==> src/hw/rtl/kpc_pkg.sv <==
// Shared types, constants and register indexes of the key press classifier.
package kpc_pkg;

	// default shape
	localparam int DEF_N_KEYS    = 4;
	localparam int DEF_TIME_BITS = 16;

	// field and register widths
	localparam int LEVELS_W = 4;
	localparam int TICK_W   = 8;
	localparam int KCNT_W   = 3;
	localparam int MS_W     = 16;
	localparam int CLICK_W  = 8;
	localparam int KEY_W    = 2;
	localparam int TYPE_W   = 2;
	localparam int REG_IDX_W = 3;
	localparam int N_LONG   = 4;

	// register reset values
	localparam logic [TICK_W-1:0] DEF_TICK_MS    = 8'd20;
	localparam logic [KCNT_W-1:0] DEF_KEY_COUNT  = 3'd4;
	localparam logic [MS_W-1:0]   DEF_SEQ_GAP_MS = 16'd400;
	localparam logic [MS_W-1:0]   DEF_LONG_TIME  = 16'd3000;

	// register indexes
	localparam logic [REG_IDX_W-1:0] REG_TICK_MS     = 3'd0;
	localparam logic [REG_IDX_W-1:0] REG_KEY_COUNT   = 3'd1;
	localparam logic [REG_IDX_W-1:0] REG_SEQ_GAP_MS  = 3'd2;
	localparam logic [REG_IDX_W-1:0] REG_LONG_TIME_0 = 3'd3;
	localparam logic [REG_IDX_W-1:0] REG_LONG_TIME_1 = 3'd4;
	localparam logic [REG_IDX_W-1:0] REG_LONG_TIME_2 = 3'd5;
	localparam logic [REG_IDX_W-1:0] REG_LONG_TIME_3 = 3'd6;

	// press types
	localparam logic [TYPE_W-1:0] PT_NORMAL = 2'd0;
	localparam logic [TYPE_W-1:0] PT_LONG   = 2'd1;
	localparam logic [TYPE_W-1:0] PT_MULTI  = 2'd2;

	// key phases
	typedef enum logic [5:0] {
		PH_IDLE        = 6'b000001,
		PH_CONFIRM     = 6'b000010,
		PH_HELD        = 6'b000100,
		PH_REL_CONFIRM = 6'b001000,
		PH_RELEASED    = 6'b010000,
		PH_FINISHED    = 6'b100000
	} kpc_phase_t;

	// event found by one lane
	typedef struct packed {
		logic [TYPE_W-1:0]  press_type;
		logic [CLICK_W-1:0] clicks;
	} kpc_event_t;

endpackage

==> src/hw/rtl/key_press_classifier.sv <==
// Top level of the key press classifier: registers, key lanes and event merge.
//
//  channel   dir  handshake                    payload
//  s_axis    in   s_axis_tvalid/s_axis_tready  tdata: levels
//  m_axis    out  m_axis_tvalid/m_axis_tready  tdata: key_index, click_count;
//                                              tuser: press_type; tlast: last
//  cfg       in   cfg_wen                      cfg_index, cfg_wdata
//
// All enabled lanes update together in the cycle an item is accepted, one lane per key.
// The merge stage then moves one event a cycle into the output register while the
// output is not stalled; each item produces at most N_KEYS events.
// The next item is taken once the last event has reached the output register.
// Reset puts every key in the idle phase and the registers at their defaults.
// A stalled output holds its event; pending events wait in the merge stage.
module key_press_classifier #(
	parameter int N_KEYS    = kpc_pkg::DEF_N_KEYS,
	parameter int TIME_BITS = kpc_pkg::DEF_TIME_BITS
) (
	input  logic                           clk,
	input  logic                           arst_n,
	input  logic                           s_axis_tvalid,
	output logic                           s_axis_tready,
	input  logic [7:0]                     s_axis_tdata,  // [3:0] levels
	output logic                           m_axis_tvalid,
	input  logic                           m_axis_tready,
	output logic [15:0]                    m_axis_tdata,  // [1:0] key_index, [9:2] click_count
	output logic [kpc_pkg::TYPE_W-1:0]     m_axis_tuser,  // [1:0] press_type
	output logic                           m_axis_tlast,
	input  logic                           cfg_wen,
	input  logic [kpc_pkg::REG_IDX_W-1:0]  cfg_index,
	input  logic [kpc_pkg::MS_W-1:0]       cfg_wdata
);
	import kpc_pkg::*;

	logic [TICK_W-1:0]   tick_ms_q;
	logic [KCNT_W-1:0]   key_count_q;
	logic [MS_W-1:0]     seq_gap_ms_q;
	logic [MS_W-1:0]     long_time_q [N_LONG];

	logic [LEVELS_W-1:0] levels;
	logic                accept;
	logic                idle;
	logic [N_KEYS-1:0]   fire;
	kpc_event_t          ev [N_KEYS];
	logic [KEY_W-1:0]    out_key;
	logic [CLICK_W-1:0]  out_clicks;

	// configuration registers
	always_ff @(posedge clk or negedge arst_n) begin
		if (!arst_n) begin
			tick_ms_q    <= DEF_TICK_MS;
			key_count_q  <= DEF_KEY_COUNT;
			seq_gap_ms_q <= DEF_SEQ_GAP_MS;
			for (int i = 0; i < N_LONG; i++) long_time_q[i] <= DEF_LONG_TIME;
		end else if (cfg_wen) begin
			case (cfg_index)
				REG_TICK_MS:     tick_ms_q      <= cfg_wdata[TICK_W-1:0];
				REG_KEY_COUNT:   key_count_q    <= cfg_wdata[KCNT_W-1:0];
				REG_SEQ_GAP_MS:  seq_gap_ms_q   <= cfg_wdata;
				REG_LONG_TIME_0: long_time_q[0] <= cfg_wdata;
				REG_LONG_TIME_1: long_time_q[1] <= cfg_wdata;
				REG_LONG_TIME_2: long_time_q[2] <= cfg_wdata;
				REG_LONG_TIME_3: long_time_q[3] <= cfg_wdata;
				default: ;
			endcase
		end
	end

	assign levels        = s_axis_tdata[LEVELS_W-1:0];
	assign s_axis_tready = idle;
	assign accept        = s_axis_tvalid && s_axis_tready;

	// one lane per key
	for (genvar k = 0; k < N_KEYS; k++) begin : g_lane
		logic            pressed;
		logic            enable;
		logic [MS_W-1:0] thr;

		if (k < LEVELS_W) begin : g_wired
			assign pressed = !levels[k];
		end else begin : g_unwired
			assign pressed = 1'b0;
		end

		if (k < N_LONG) begin : g_thr
			assign thr = long_time_q[k];
		end else begin : g_no_thr
			assign thr = '0;
		end

		assign enable = 5'(k) < 5'(key_count_q);

		kpc_lane #(
			.TIME_BITS (TIME_BITS)
		) u_lane (
			.clk        (clk),
			.arst_n     (arst_n),
			.accept     (accept),
			.enable     (enable),
			.pressed    (pressed),
			.tick_ms    (tick_ms_q),
			.seq_gap_ms (seq_gap_ms_q),
			.long_time  (thr),
			.fire       (fire[k]),
			.ev         (ev[k])
		);
	end

	// serialise events in key order
	kpc_merge #(
		.N_KEYS (N_KEYS)
	) u_merge (
		.clk        (clk),
		.arst_n     (arst_n),
		.load       (accept),
		.fire       (fire),
		.ev         (ev),
		.idle       (idle),
		.out_valid  (m_axis_tvalid),
		.out_ready  (m_axis_tready),
		.out_key    (out_key),
		.out_type   (m_axis_tuser),
		.out_clicks (out_clicks),
		.out_last   (m_axis_tlast)
	);

	assign m_axis_tdata = {6'd0, out_clicks, out_key};

endmodule

==> src/hw/rtl/kpc_lane.sv <==
// One key lane: debounce phases, hold and release timing, click counting.
module kpc_lane #(
	parameter int TIME_BITS = kpc_pkg::DEF_TIME_BITS
) (
	input  logic                        clk,
	input  logic                        arst_n,
	input  logic                        accept,
	input  logic                        enable,
	input  logic                        pressed,
	input  logic [kpc_pkg::TICK_W-1:0]  tick_ms,
	input  logic [kpc_pkg::MS_W-1:0]    seq_gap_ms,
	input  logic [kpc_pkg::MS_W-1:0]    long_time,
	output logic                        fire,
	output kpc_pkg::kpc_event_t         ev
);
	import kpc_pkg::*;

	localparam int TW = TIME_BITS;
	localparam int SW = TIME_BITS + 2;
	localparam int CW = (TIME_BITS > MS_W) ? TIME_BITS : MS_W;
	localparam logic [TW-1:0] TMAX = {TW{1'b1}};

	function automatic logic [TW-1:0] sat(input logic [SW-1:0] s);
		return (s > SW'(TMAX)) ? TMAX : s[TW-1:0];
	endfunction

	kpc_phase_t         phase_q, phase_d;
	logic [TW-1:0]      hold_q, hold_d;
	logic [TW-1:0]      rel_q, rel_d;
	logic [CLICK_W-1:0] clicks_q, clicks_d;
	kpc_event_t         ev_q;

	logic [SW-1:0]      tick_x, tick2;
	logic [TW-1:0]      hold_cnt, hold_rc, rel_cnt;
	logic [CLICK_W-1:0] clicks_inc;
	logic               rel_done, rel_cnt_done, is_long;

	// time and click arithmetic
	assign tick_x     = SW'(tick_ms);
	assign tick2      = SW'({tick_ms, 1'b0});
	assign hold_cnt   = sat(SW'(hold_q) + ((hold_q == '0) ? tick2 : tick_x));
	assign hold_rc    = sat(SW'(hold_q) + tick2);
	assign rel_cnt    = sat(SW'(rel_q) + ((rel_q == '0) ? tick2 : tick_x));
	assign clicks_inc = (clicks_q == {CLICK_W{1'b1}}) ? clicks_q : clicks_q + 1'b1;
	assign rel_done     = CW'(rel_q) >= CW'(seq_gap_ms);
	assign rel_cnt_done = CW'(rel_cnt) >= CW'(seq_gap_ms);
	assign is_long      = CW'(hold_q) >= CW'(long_time);

	// next phase and counters
	always_comb begin
		phase_d  = phase_q;
		hold_d   = hold_q;
		rel_d    = rel_q;
		clicks_d = clicks_q;
		case (phase_q)
			PH_IDLE: begin
				if (pressed) phase_d = PH_CONFIRM;
				hold_d   = '0;
				rel_d    = '0;
				clicks_d = '0;
			end
			PH_CONFIRM: begin
				if (pressed) begin
					phase_d = PH_HELD;
				end else begin
					phase_d = PH_IDLE;
					hold_d  = '0;
				end
			end
			PH_HELD: begin
				if (pressed) begin
					hold_d = hold_cnt;
				end else begin
					phase_d = PH_REL_CONFIRM;
					rel_d   = '0;
				end
			end
			PH_REL_CONFIRM: begin
				if (!pressed) begin
					phase_d = PH_RELEASED;
				end else begin
					hold_d  = hold_rc;
					phase_d = PH_HELD;
				end
			end
			PH_RELEASED: begin
				if (!pressed) begin
					rel_d = rel_cnt;
					if (rel_cnt_done) begin
						phase_d = PH_FINISHED;
						if (clicks_q != '0) clicks_d = clicks_inc;
					end
				end else if (rel_done) begin
					phase_d = PH_FINISHED;
					if (clicks_q != '0) clicks_d = clicks_inc;
				end else begin
					phase_d  = PH_CONFIRM;
					rel_d    = '0;
					clicks_d = clicks_inc;
				end
			end
			PH_FINISHED: begin
				phase_d = PH_IDLE;
			end
			default: begin
				phase_d = phase_q;
			end
		endcase
	end

	assign fire = accept && enable && (phase_q == PH_FINISHED);

	// advance the key state on each enabled item
	always_ff @(posedge clk or negedge arst_n) begin
		if (!arst_n) begin
			phase_q  <= PH_IDLE;
			hold_q   <= '0;
			rel_q    <= '0;
			clicks_q <= '0;
		end else if (accept && enable) begin
			phase_q  <= phase_d;
			hold_q   <= hold_d;
			rel_q    <= rel_d;
			clicks_q <= clicks_d;
		end
	end

	// hold the classified event for the merge stage
	always_ff @(posedge clk) begin
		if (fire) begin
			ev_q.clicks     <= clicks_q;
			ev_q.press_type <= (clicks_q != '0) ? PT_MULTI : (is_long ? PT_LONG : PT_NORMAL);
		end
	end

	assign ev = ev_q;

endmodule

==> src/hw/rtl/kpc_merge.sv <==
// Merge stage: emits the events found by the lanes in rising key order.
module kpc_merge #(
	parameter int N_KEYS = kpc_pkg::DEF_N_KEYS
) (
	input  logic                          clk,
	input  logic                          arst_n,
	input  logic                          load,
	input  logic [N_KEYS-1:0]             fire,
	input  kpc_pkg::kpc_event_t           ev [N_KEYS],
	output logic                          idle,
	output logic                          out_valid,
	input  logic                          out_ready,
	output logic [kpc_pkg::KEY_W-1:0]     out_key,
	output logic [kpc_pkg::TYPE_W-1:0]    out_type,
	output logic [kpc_pkg::CLICK_W-1:0]   out_clicks,
	output logic                          out_last
);
	import kpc_pkg::*;

	logic [N_KEYS-1:0]  pend_q;
	logic [N_KEYS-1:0]  sel;
	logic               take;
	logic [KEY_W-1:0]   sel_key;
	kpc_event_t         sel_ev;
	logic               sel_last;

	logic               out_valid_q, out_last_q;
	logic [KEY_W-1:0]   out_key_q;
	logic [TYPE_W-1:0]  out_type_q;
	logic [CLICK_W-1:0] out_clicks_q;

	// pick the lowest pending key
	assign sel      = pend_q & (~pend_q + 1'b1);
	assign sel_last = (pend_q & ~sel) == '0;
	assign take     = (pend_q != '0) && (!out_valid_q || out_ready);

	always_comb begin
		sel_key = '0;
		sel_ev  = '0;
		for (int i = 0; i < N_KEYS; i++) begin
			if (sel[i]) begin
				sel_key = KEY_W'(i);
				sel_ev  = ev[i];
			end
		end
	end

	// load new events, drop each as it moves out
	always_ff @(posedge clk or negedge arst_n) begin
		if (!arst_n) begin
			pend_q <= '0;
		end else if (load) begin
			pend_q <= fire;
		end else if (take) begin
			pend_q <= pend_q & ~sel;
		end
	end

	// output register
	always_ff @(posedge clk or negedge arst_n) begin
		if (!arst_n) begin
			out_valid_q <= 1'b0;
		end else if (take) begin
			out_valid_q <= 1'b1;
		end else if (out_ready) begin
			out_valid_q <= 1'b0;
		end
	end

	always_ff @(posedge clk) begin
		if (take) begin
			out_key_q    <= sel_key;
			out_type_q   <= sel_ev.press_type;
			out_clicks_q <= sel_ev.clicks;
			out_last_q   <= sel_last;
		end
	end

	assign idle       = pend_q == '0;
	assign out_valid  = out_valid_q;
	assign out_key    = out_key_q;
	assign out_type   = out_type_q;
	assign out_clicks = out_clicks_q;
	assign out_last   = out_last_q;

	// a new item only arrives once every event of the last one has moved to the output register
	a_load_when_empty: assert property (@(posedge clk) disable iff (!arst_n)
		load |-> pend_q == '0)
		else $error("events loaded while earlier events pending");

	// each move to the output register retires exactly one pending event
	a_one_per_take: assert property (@(posedge clk) disable iff (!arst_n)
		(take && !load) |=> $countones(pend_q) == $countones($past(pend_q)) - 1)
		else $error("pending mask did not drop one event");

	// the event marked last leaves nothing behind
	a_last_empties: assert property (@(posedge clk) disable iff (!arst_n)
		(take && sel_last && !load) |=> pend_q == '0)
		else $error("events left after last event");

endmodule

==> config.mk <==
export PLATFORM = sky130hd
export DESIGN_NAME = key_press_classifier
export DESIGN_NICKNAME = d
export VERILOG_FILES = /design/src/hw/rtl/kpc_pkg.sv /design/src/hw/rtl/key_press_classifier.sv /design/src/hw/rtl/kpc_lane.sv /design/src/hw/rtl/kpc_merge.sv
export SDC_FILE = /design/constraint.sdc
export NUM_CORES = 1
export LEC_CHECK = 0
export BUFFER_PORTS_ARGS = -buffer_cell sky130_fd_sc_hd__buf_4
export CAP_MARGIN = 20
export CORE_UTILIZATION = 30
export CTS_CLUSTER_DIAMETER = 60
export DETAILED_ROUTE_END_ITERATION = 8
export PLACE_DENSITY = 0.51
export SYNTH_ARGS = -nofsm -noshare
export SYNTH_HDL_FRONTEND = slang
export SYNTH_SLANG_ARGS = --single-unit
==> constraint.sdc <==
create_clock -name clk -period 7.35 [get_ports clk]
set_clock_uncertainty 0.15 [all_clocks]
set_input_delay 1.47 -clock clk [delete_from_list [all_inputs] [get_ports clk]]
set_output_delay 1.47 -clock clk [all_outputs]
set_load 0.005 [all_outputs]
==> flow_summary.html <==
<table>
<tr><th>Metric</th><th>Value</th></tr>
<tr><th colspan="2">Outcome</th></tr>
<tr><td>Status</td><td>finished, final reports clean</td></tr>
<tr><th colspan="2">Finish</th></tr>
<tr><td>Share of cells above drive strength 1</td><td>12.9%</td></tr>
<tr><td>Fin nets</td><td>3315</td></tr>
<tr><td>Final Cell Area</td><td>a little under 30000 µm²</td></tr>
<tr><td>Final cell count without fillers</td><td>between 4000 and 5000</td></tr>
<tr><td>Synth-to-Final Area Change</td><td>12.7%</td></tr>
<tr><td>Layout Utilization</td><td>34.2%</td></tr>
<tr><td>Diodes inserted</td><td>0</td></tr>
<tr><th colspan="2">Synthesis</th></tr>
<tr><td>Register bit count reported by yosys</td><td>333</td></tr>
<tr><td>Distinct cells, synth</td><td>89</td></tr>
<tr><td>Synth Instances</td><td>between 2000 and 3000</td></tr>
<tr><td>Cell taking the most area after synthesis</td><td>sky130_fd_sc_hd__dfrtp_1</td></tr>
<tr><td>Fraction of registers with async set or reset after synthesis</td><td>84.1%</td></tr>
<tr><td>Mean area per synthesized cell</td><td>9.01 µm²</td></tr>
<tr><td>Post-synth top area share</td><td>22.9%</td></tr>
<tr><td>Number of synthesized flops with an enable pin</td><td>53</td></tr>
<tr><td>Warnings, synthesis</td><td>0</td></tr>
<tr><td>Portion of the post-synthesis area used by sequential elements</td><td>roughly a third</td></tr>
<tr><td>Top cells by area, synth</td><td>sky130_fd_sc_hd__dfrtp_1, sky130_fd_sc_hd__ha_1, sky130_fd_sc_hd__edfxtp_1, sky130_fd_sc_hd__mux2_2, sky130_fd_sc_hd__a21oi_1</td></tr>
<tr><td>Netlist Area Pre-Place</td><td>26400 µm²</td></tr>
<tr><td>Top FF cell, synth</td><td>sky130_fd_sc_hd__dfrtp_1</td></tr>
<tr><th colspan="2">Detailed routing</th></tr>
<tr><td>Detailed router's first-iteration violation count</td><td>1476</td></tr>
<tr><td>Number of vias per cell after detailed routing</td><td>5.41</td></tr>
<tr><td>DR vias</td><td>approximately 22000</td></tr>
<tr><td>Drt pass-1 iters</td><td>5</td></tr>
<tr><td>Post-DR wirelength/cell</td><td>19.9 µm</td></tr>
<tr><td>Count of antenna-violating nets left after detailed routing</td><td>0</td></tr>
<tr><td>DRC violation count after routing</td><td>0</td></tr>
<tr><td>Total wire length after detailed routing</td><td>82700 µm</td></tr>
<tr><th colspan="2">Timing</th></tr>
<tr><td>Final Slew Violations</td><td>0</td></tr>
<tr><td>Worst-case hold slack</td><td>0.353 ns</td></tr>
<tr><td>RSZ-0062 raised after global routing</td><td>false</td></tr>
<tr><td>Relative slew margins</td><td>between 20% and 30%</td></tr>
<tr><td>Fmax</td><td>0.157 GHz</td></tr>
<tr><td>Fin crit period</td><td>6.37 ns</td></tr>
<tr><td>Least-Margin Pin Slew</td><td>1.12 ns</td></tr>
<tr><td>Setup-violating endpoint count in the final report</td><td>0</td></tr>
<tr><td>Count of endpoints failing hold in the final timing report</td><td>0</td></tr>
<tr><td>Final clock period utilization by the worst path</td><td>~87%</td></tr>
<tr><td>Setup ws final</td><td>0.980 ns</td></tr>
<tr><td>Fin Setup TNS</td><td>0 ns</td></tr>
<tr><th colspan="2">Worst hold path</th></tr>
<tr><td>Hold/Removal Path Class</td><td>flop to flop</td></tr>
<tr><th colspan="2">Placement</th></tr>
<tr><td>Final RePlAce weighted congestion</td><td>between 0.8 and 0.9</td></tr>
<tr><td>Post-placement cell area</td><td>28100 µm²</td></tr>
<tr><td>Worst Setup Slack post-DPL</td><td>1.01 ns</td></tr>
<tr><td>Placed instance count</td><td>4056</td></tr>
<tr><td>Number of input and output port buffers inserted</td><td>42</td></tr>
<tr><td>DPL Wire Length</td><td>58500 µm</td></tr>
<tr><th colspan="2">Clocking</th></tr>
<tr><td>TritonCTS sink count</td><td>about 330</td></tr>
<tr><td>Clock tree from TritonCTS</td><td>yes</td></tr>
<tr><td>Number of hold buffers added after CTS</td><td>0</td></tr>
<tr><td>Number of buffers inserted by post-CTS setup repair</td><td>0</td></tr>
<tr><td>Cell at the root of the clock tree</td><td>sky130_fd_sc_hd__clkbuf_16</td></tr>
<tr><td>Number of resized instances in the post-cts repair step</td><td>0</td></tr>
<tr><td>Clock transition time at the flip-flop clock pins of the worst setup and hold paths</td><td>0.06 ns</td></tr>
<tr><td>TritonCTS Buffers</td><td>50</td></tr>
<tr><td>Worst skew pair latency</td><td>0.61 ns</td></tr>
<tr><td># H-tree levels</td><td>2</td></tr>
<tr><td>Largest buffer count on any clock path</td><td>3</td></tr>
<tr><th colspan="2">Global routing</th></tr>
<tr><td>All-Layer GR Usage</td><td>between 10% and 20%</td></tr>
<tr><td>Global-route wire length before repair</td><td>between 100000 and 150000 µm</td></tr>
<tr><td>Maximum number of pins on one net before global-route repair</td><td>153</td></tr>
<tr><td>Number of antenna violations at the first check in global routing</td><td>7</td></tr>
<tr><td>Number of global-route vias before repair</td><td>21600</td></tr>
<tr><td>Overflow left after global routing</td><td>0</td></tr>
<tr><th colspan="2">Floorplanning</th></tr>
<tr><td>Number of top-level pins</td><td>53</td></tr>
<tr><td>Core ar.</td><td>87000 µm²</td></tr>
<tr><td>Initial core utilization</td><td>30.4%</td></tr>
<tr><td>Width of the die</td><td>approximately 300 µm</td></tr>
<tr><td>Number of standard-cell rows in the floorplan</td><td>108</td></tr>
<tr><td>Die Y-Extent</td><td>299 µm</td></tr>
<tr><td>Die Area</td><td>~89000 µm²</td></tr>
<tr><th colspan="2">Critical path</th></tr>
<tr><td>WP data arrival</td><td>6.74 ns</td></tr>
<tr><td>Critical Setup Path Class</td><td>flop to flop</td></tr>
<tr><td>Top fanout value on the critical path</td><td>12</td></tr>
<tr><td>Crit start category</td><td>flop</td></tr>
<tr><td>Critical path required time</td><td>7.72 ns</td></tr>
<tr><td>Register-to-register setup slack</td><td>roughly 0.98 ns</td></tr>
<tr><td>Crit end category</td><td>flop</td></tr>
<tr><th colspan="2">Job</th></tr>
<tr><td>Max-cap violations</td><td>0</td></tr>
<tr><th colspan="2">Pwr</th></tr>
<tr><td>Total leakage power</td><td>about 13 nW</td></tr>
<tr><td>Power consumption</td><td>10.0 mW</td></tr>
<tr><td>Worst vdd rail ir drop</td><td>176 µV</td></tr>
<tr><td>P per Cell Area</td><td>336 nW/µm²</td></tr>
</table>
==> cell type report <==
cell class	instances	area (µm²)
timing repair buffer	77	603
inverter	151	567
multi-input combinational	2342	16800
sequential	333	8650
clock inverter	30	378
tap	1155	1450
clock buffer	63	1340
fill	9076	57200
==> logic make-up (layout without fill, tap and decap cells) <==
group | count (synthesis) | after routing | synth area share [%]
AND/OR/NAND/NOR | 871 | 871 | 16.3
AO/OA/AOI/OAI | 891 | 891 | 21.6
multiplexers | 149 | 149 | 6.34
adder cells (fa/ha/maj) | 328 | 328 | 15.9
XOR/XNOR | 97 | 97 | 3.21
other | 1 | 6 | 0.0142
buffers and inverters | 264 | 321 | 3.97
flip-flops | 333 | 333 | 32.7
==> report_power, final <==
group	internal, mW	switching, mW
clock	1.52	0.981
combinational	2.08	2.74
sequential	2.21	0.496
==> critical path, cell delays in order, from the launching register on <==
cell                        delay, ns
sky130_fd_sc_hd__dfrtp_1         0.46
sky130_fd_sc_hd__nor4_1          0.36
sky130_fd_sc_hd__nand4_1         0.47
sky130_fd_sc_hd__and2_1          0.35
sky130_fd_sc_hd__ha_1            0.22
sky130_fd_sc_hd__fa_1            0.41
sky130_fd_sc_hd__nand3_1         0.10
sky130_fd_sc_hd__nand2_1         0.09
sky130_fd_sc_hd__a31oi_1         0.33
sky130_fd_sc_hd__o31ai_1         0.14
sky130_fd_sc_hd__buf_4           0.17
sky130_fd_sc_hd__nand3b_1        0.41
sky130_fd_sc_hd__o21ai_0         0.24
sky130_fd_sc_hd__a21o_1          0.21
sky130_fd_sc_hd__ha_1            0.28
sky130_fd_sc_hd__nand4_1         0.10
sky130_fd_sc_hd__nor2_1          0.15
sky130_fd_sc_hd__o2111ai_1       0.14
sky130_fd_sc_hd__a31oi_1         0.49
sky130_fd_sc_hd__o211ai_1        0.46
sky130_fd_sc_hd__o41ai_1         0.38
sky130_fd_sc_hd__o21a_1          0.17
==> sequential cells by signal, summed over array words and instances (netlist names) <==
register / count
u_merge.out_clicks: 8
u_merge.pend_q: 4
g_lane.u_lane.rel_q: 64
u_merge.out_key: 2
g_lane.u_lane.clicks_q: 32
u_merge.out_last: 1
tick_ms_q: 8
g_lane.u_lane.ev: 40
key_count_q: 3
g_lane.u_lane.hold_q: 64
g_lane.u_lane.phase_q: 24
seq_gap_ms_q: 16
g_lane.thr: 64
u_merge.out_type: 2
u_merge.out_valid: 1
==> path summary, 6_finish.rpt <==
| kind | start | to | depth (start not counted) |
|---|---|---|---|
| setup reg to reg | g_lane[0].u_lane.rel_q[11] | g_lane[0].u_lane.clicks_q[7] | 21 |
| hold / removal | g_lane[3].thr[10] | g_lane[3].thr[10] | 1 |
| setup / recovery | g_lane[0].u_lane.rel_q[11] | g_lane[0].u_lane.clicks_q[7] | 21 |
| min in group asynchronous | arst_n | g_lane[0].u_lane.rel_q[9] | 1 |
| hold reg to reg | g_lane[3].thr[10] | g_lane[3].thr[10] | 1 |
| max in group asynchronous | arst_n | g_lane[1].u_lane.hold_q[9] | 2 |
==> cells in the mapped netlist, types with 20 or more instances <==
library cell and number:
sky130_fd_sc_hd__o211ai_1 31, sky130_fd_sc_hd__dfrtp_1 242, sky130_fd_sc_hd__nand4_1 41, sky130_fd_sc_hd__xnor2_1 57, sky130_fd_sc_hd__nand2_1 221, sky130_fd_sc_hd__xor2_1 40, sky130_fd_sc_hd__a21oi_1 237, sky130_fd_sc_hd__dfstp_2 38
sky130_fd_sc_hd__clkbuf_1 90, sky130_fd_sc_hd__and3_1 31, sky130_fd_sc_hd__nor2_1 212, sky130_fd_sc_hd__mux2_2 132, sky130_fd_sc_hd__ha_1 316, sky130_fd_sc_hd__nand3_1 79, sky130_fd_sc_hd__nor3_1 56, sky130_fd_sc_hd__a22o_1 54
sky130_fd_sc_hd__nand2b_1 31, sky130_fd_sc_hd__inv_1 149, sky130_fd_sc_hd__edfxtp_1 53, sky130_fd_sc_hd__nor4_1 50, sky130_fd_sc_hd__o22ai_1 20, sky130_fd_sc_hd__a31oi_1 48, sky130_fd_sc_hd__o21a_1 31, sky130_fd_sc_hd__or2_2 22
sky130_fd_sc_hd__nor2b_1 33, sky130_fd_sc_hd__a21o_1 56, sky130_fd_sc_hd__o21ai_0 233, sky130_fd_sc_hd__and2_1 25
==> routing by layer <==
metal	wire [µm]	vias to the layer above	global-route usage, %
li1	-	11000	-
met1	39400	10800	25.8
met2	37300	503	29.3
met3	3420	129	2.10
met4	2520	0	5.88
met5	0	-	0
==> cells in the final DEF, fill, tap and decap left out, types with 33 or more instances in the layout <==
cell type,netlist,routed
sky130_fd_sc_hd__dfrtp_1,242,242
sky130_fd_sc_hd__nand4_1,41,41
sky130_fd_sc_hd__a21o_1,56,56
sky130_fd_sc_hd__dfstp_2,38,38
sky130_fd_sc_hd__inv_1,149,149
sky130_fd_sc_hd__buf_4,6,73
sky130_fd_sc_hd__nor3_1,56,55
sky130_fd_sc_hd__mux2_2,132,132
sky130_fd_sc_hd__o21ai_0,233,233
sky130_fd_sc_hd__edfxtp_1,53,53
sky130_fd_sc_hd__clkbuf_16,0,51
sky130_fd_sc_hd__nand2_1,221,221
sky130_fd_sc_hd__a31oi_1,48,48
sky130_fd_sc_hd__nand3_1,79,79
sky130_fd_sc_hd__a22o_1,54,54
sky130_fd_sc_hd__nor4_1,50,48
sky130_fd_sc_hd__nor2b_1,33,33
sky130_fd_sc_hd__xnor2_1,57,57
sky130_fd_sc_hd__xor2_1,40,40
sky130_fd_sc_hd__nor2_1,212,212
sky130_fd_sc_hd__ha_1,316,316
sky130_fd_sc_hd__a21oi_1,237,237
Power figures use the tool's default switching activity.
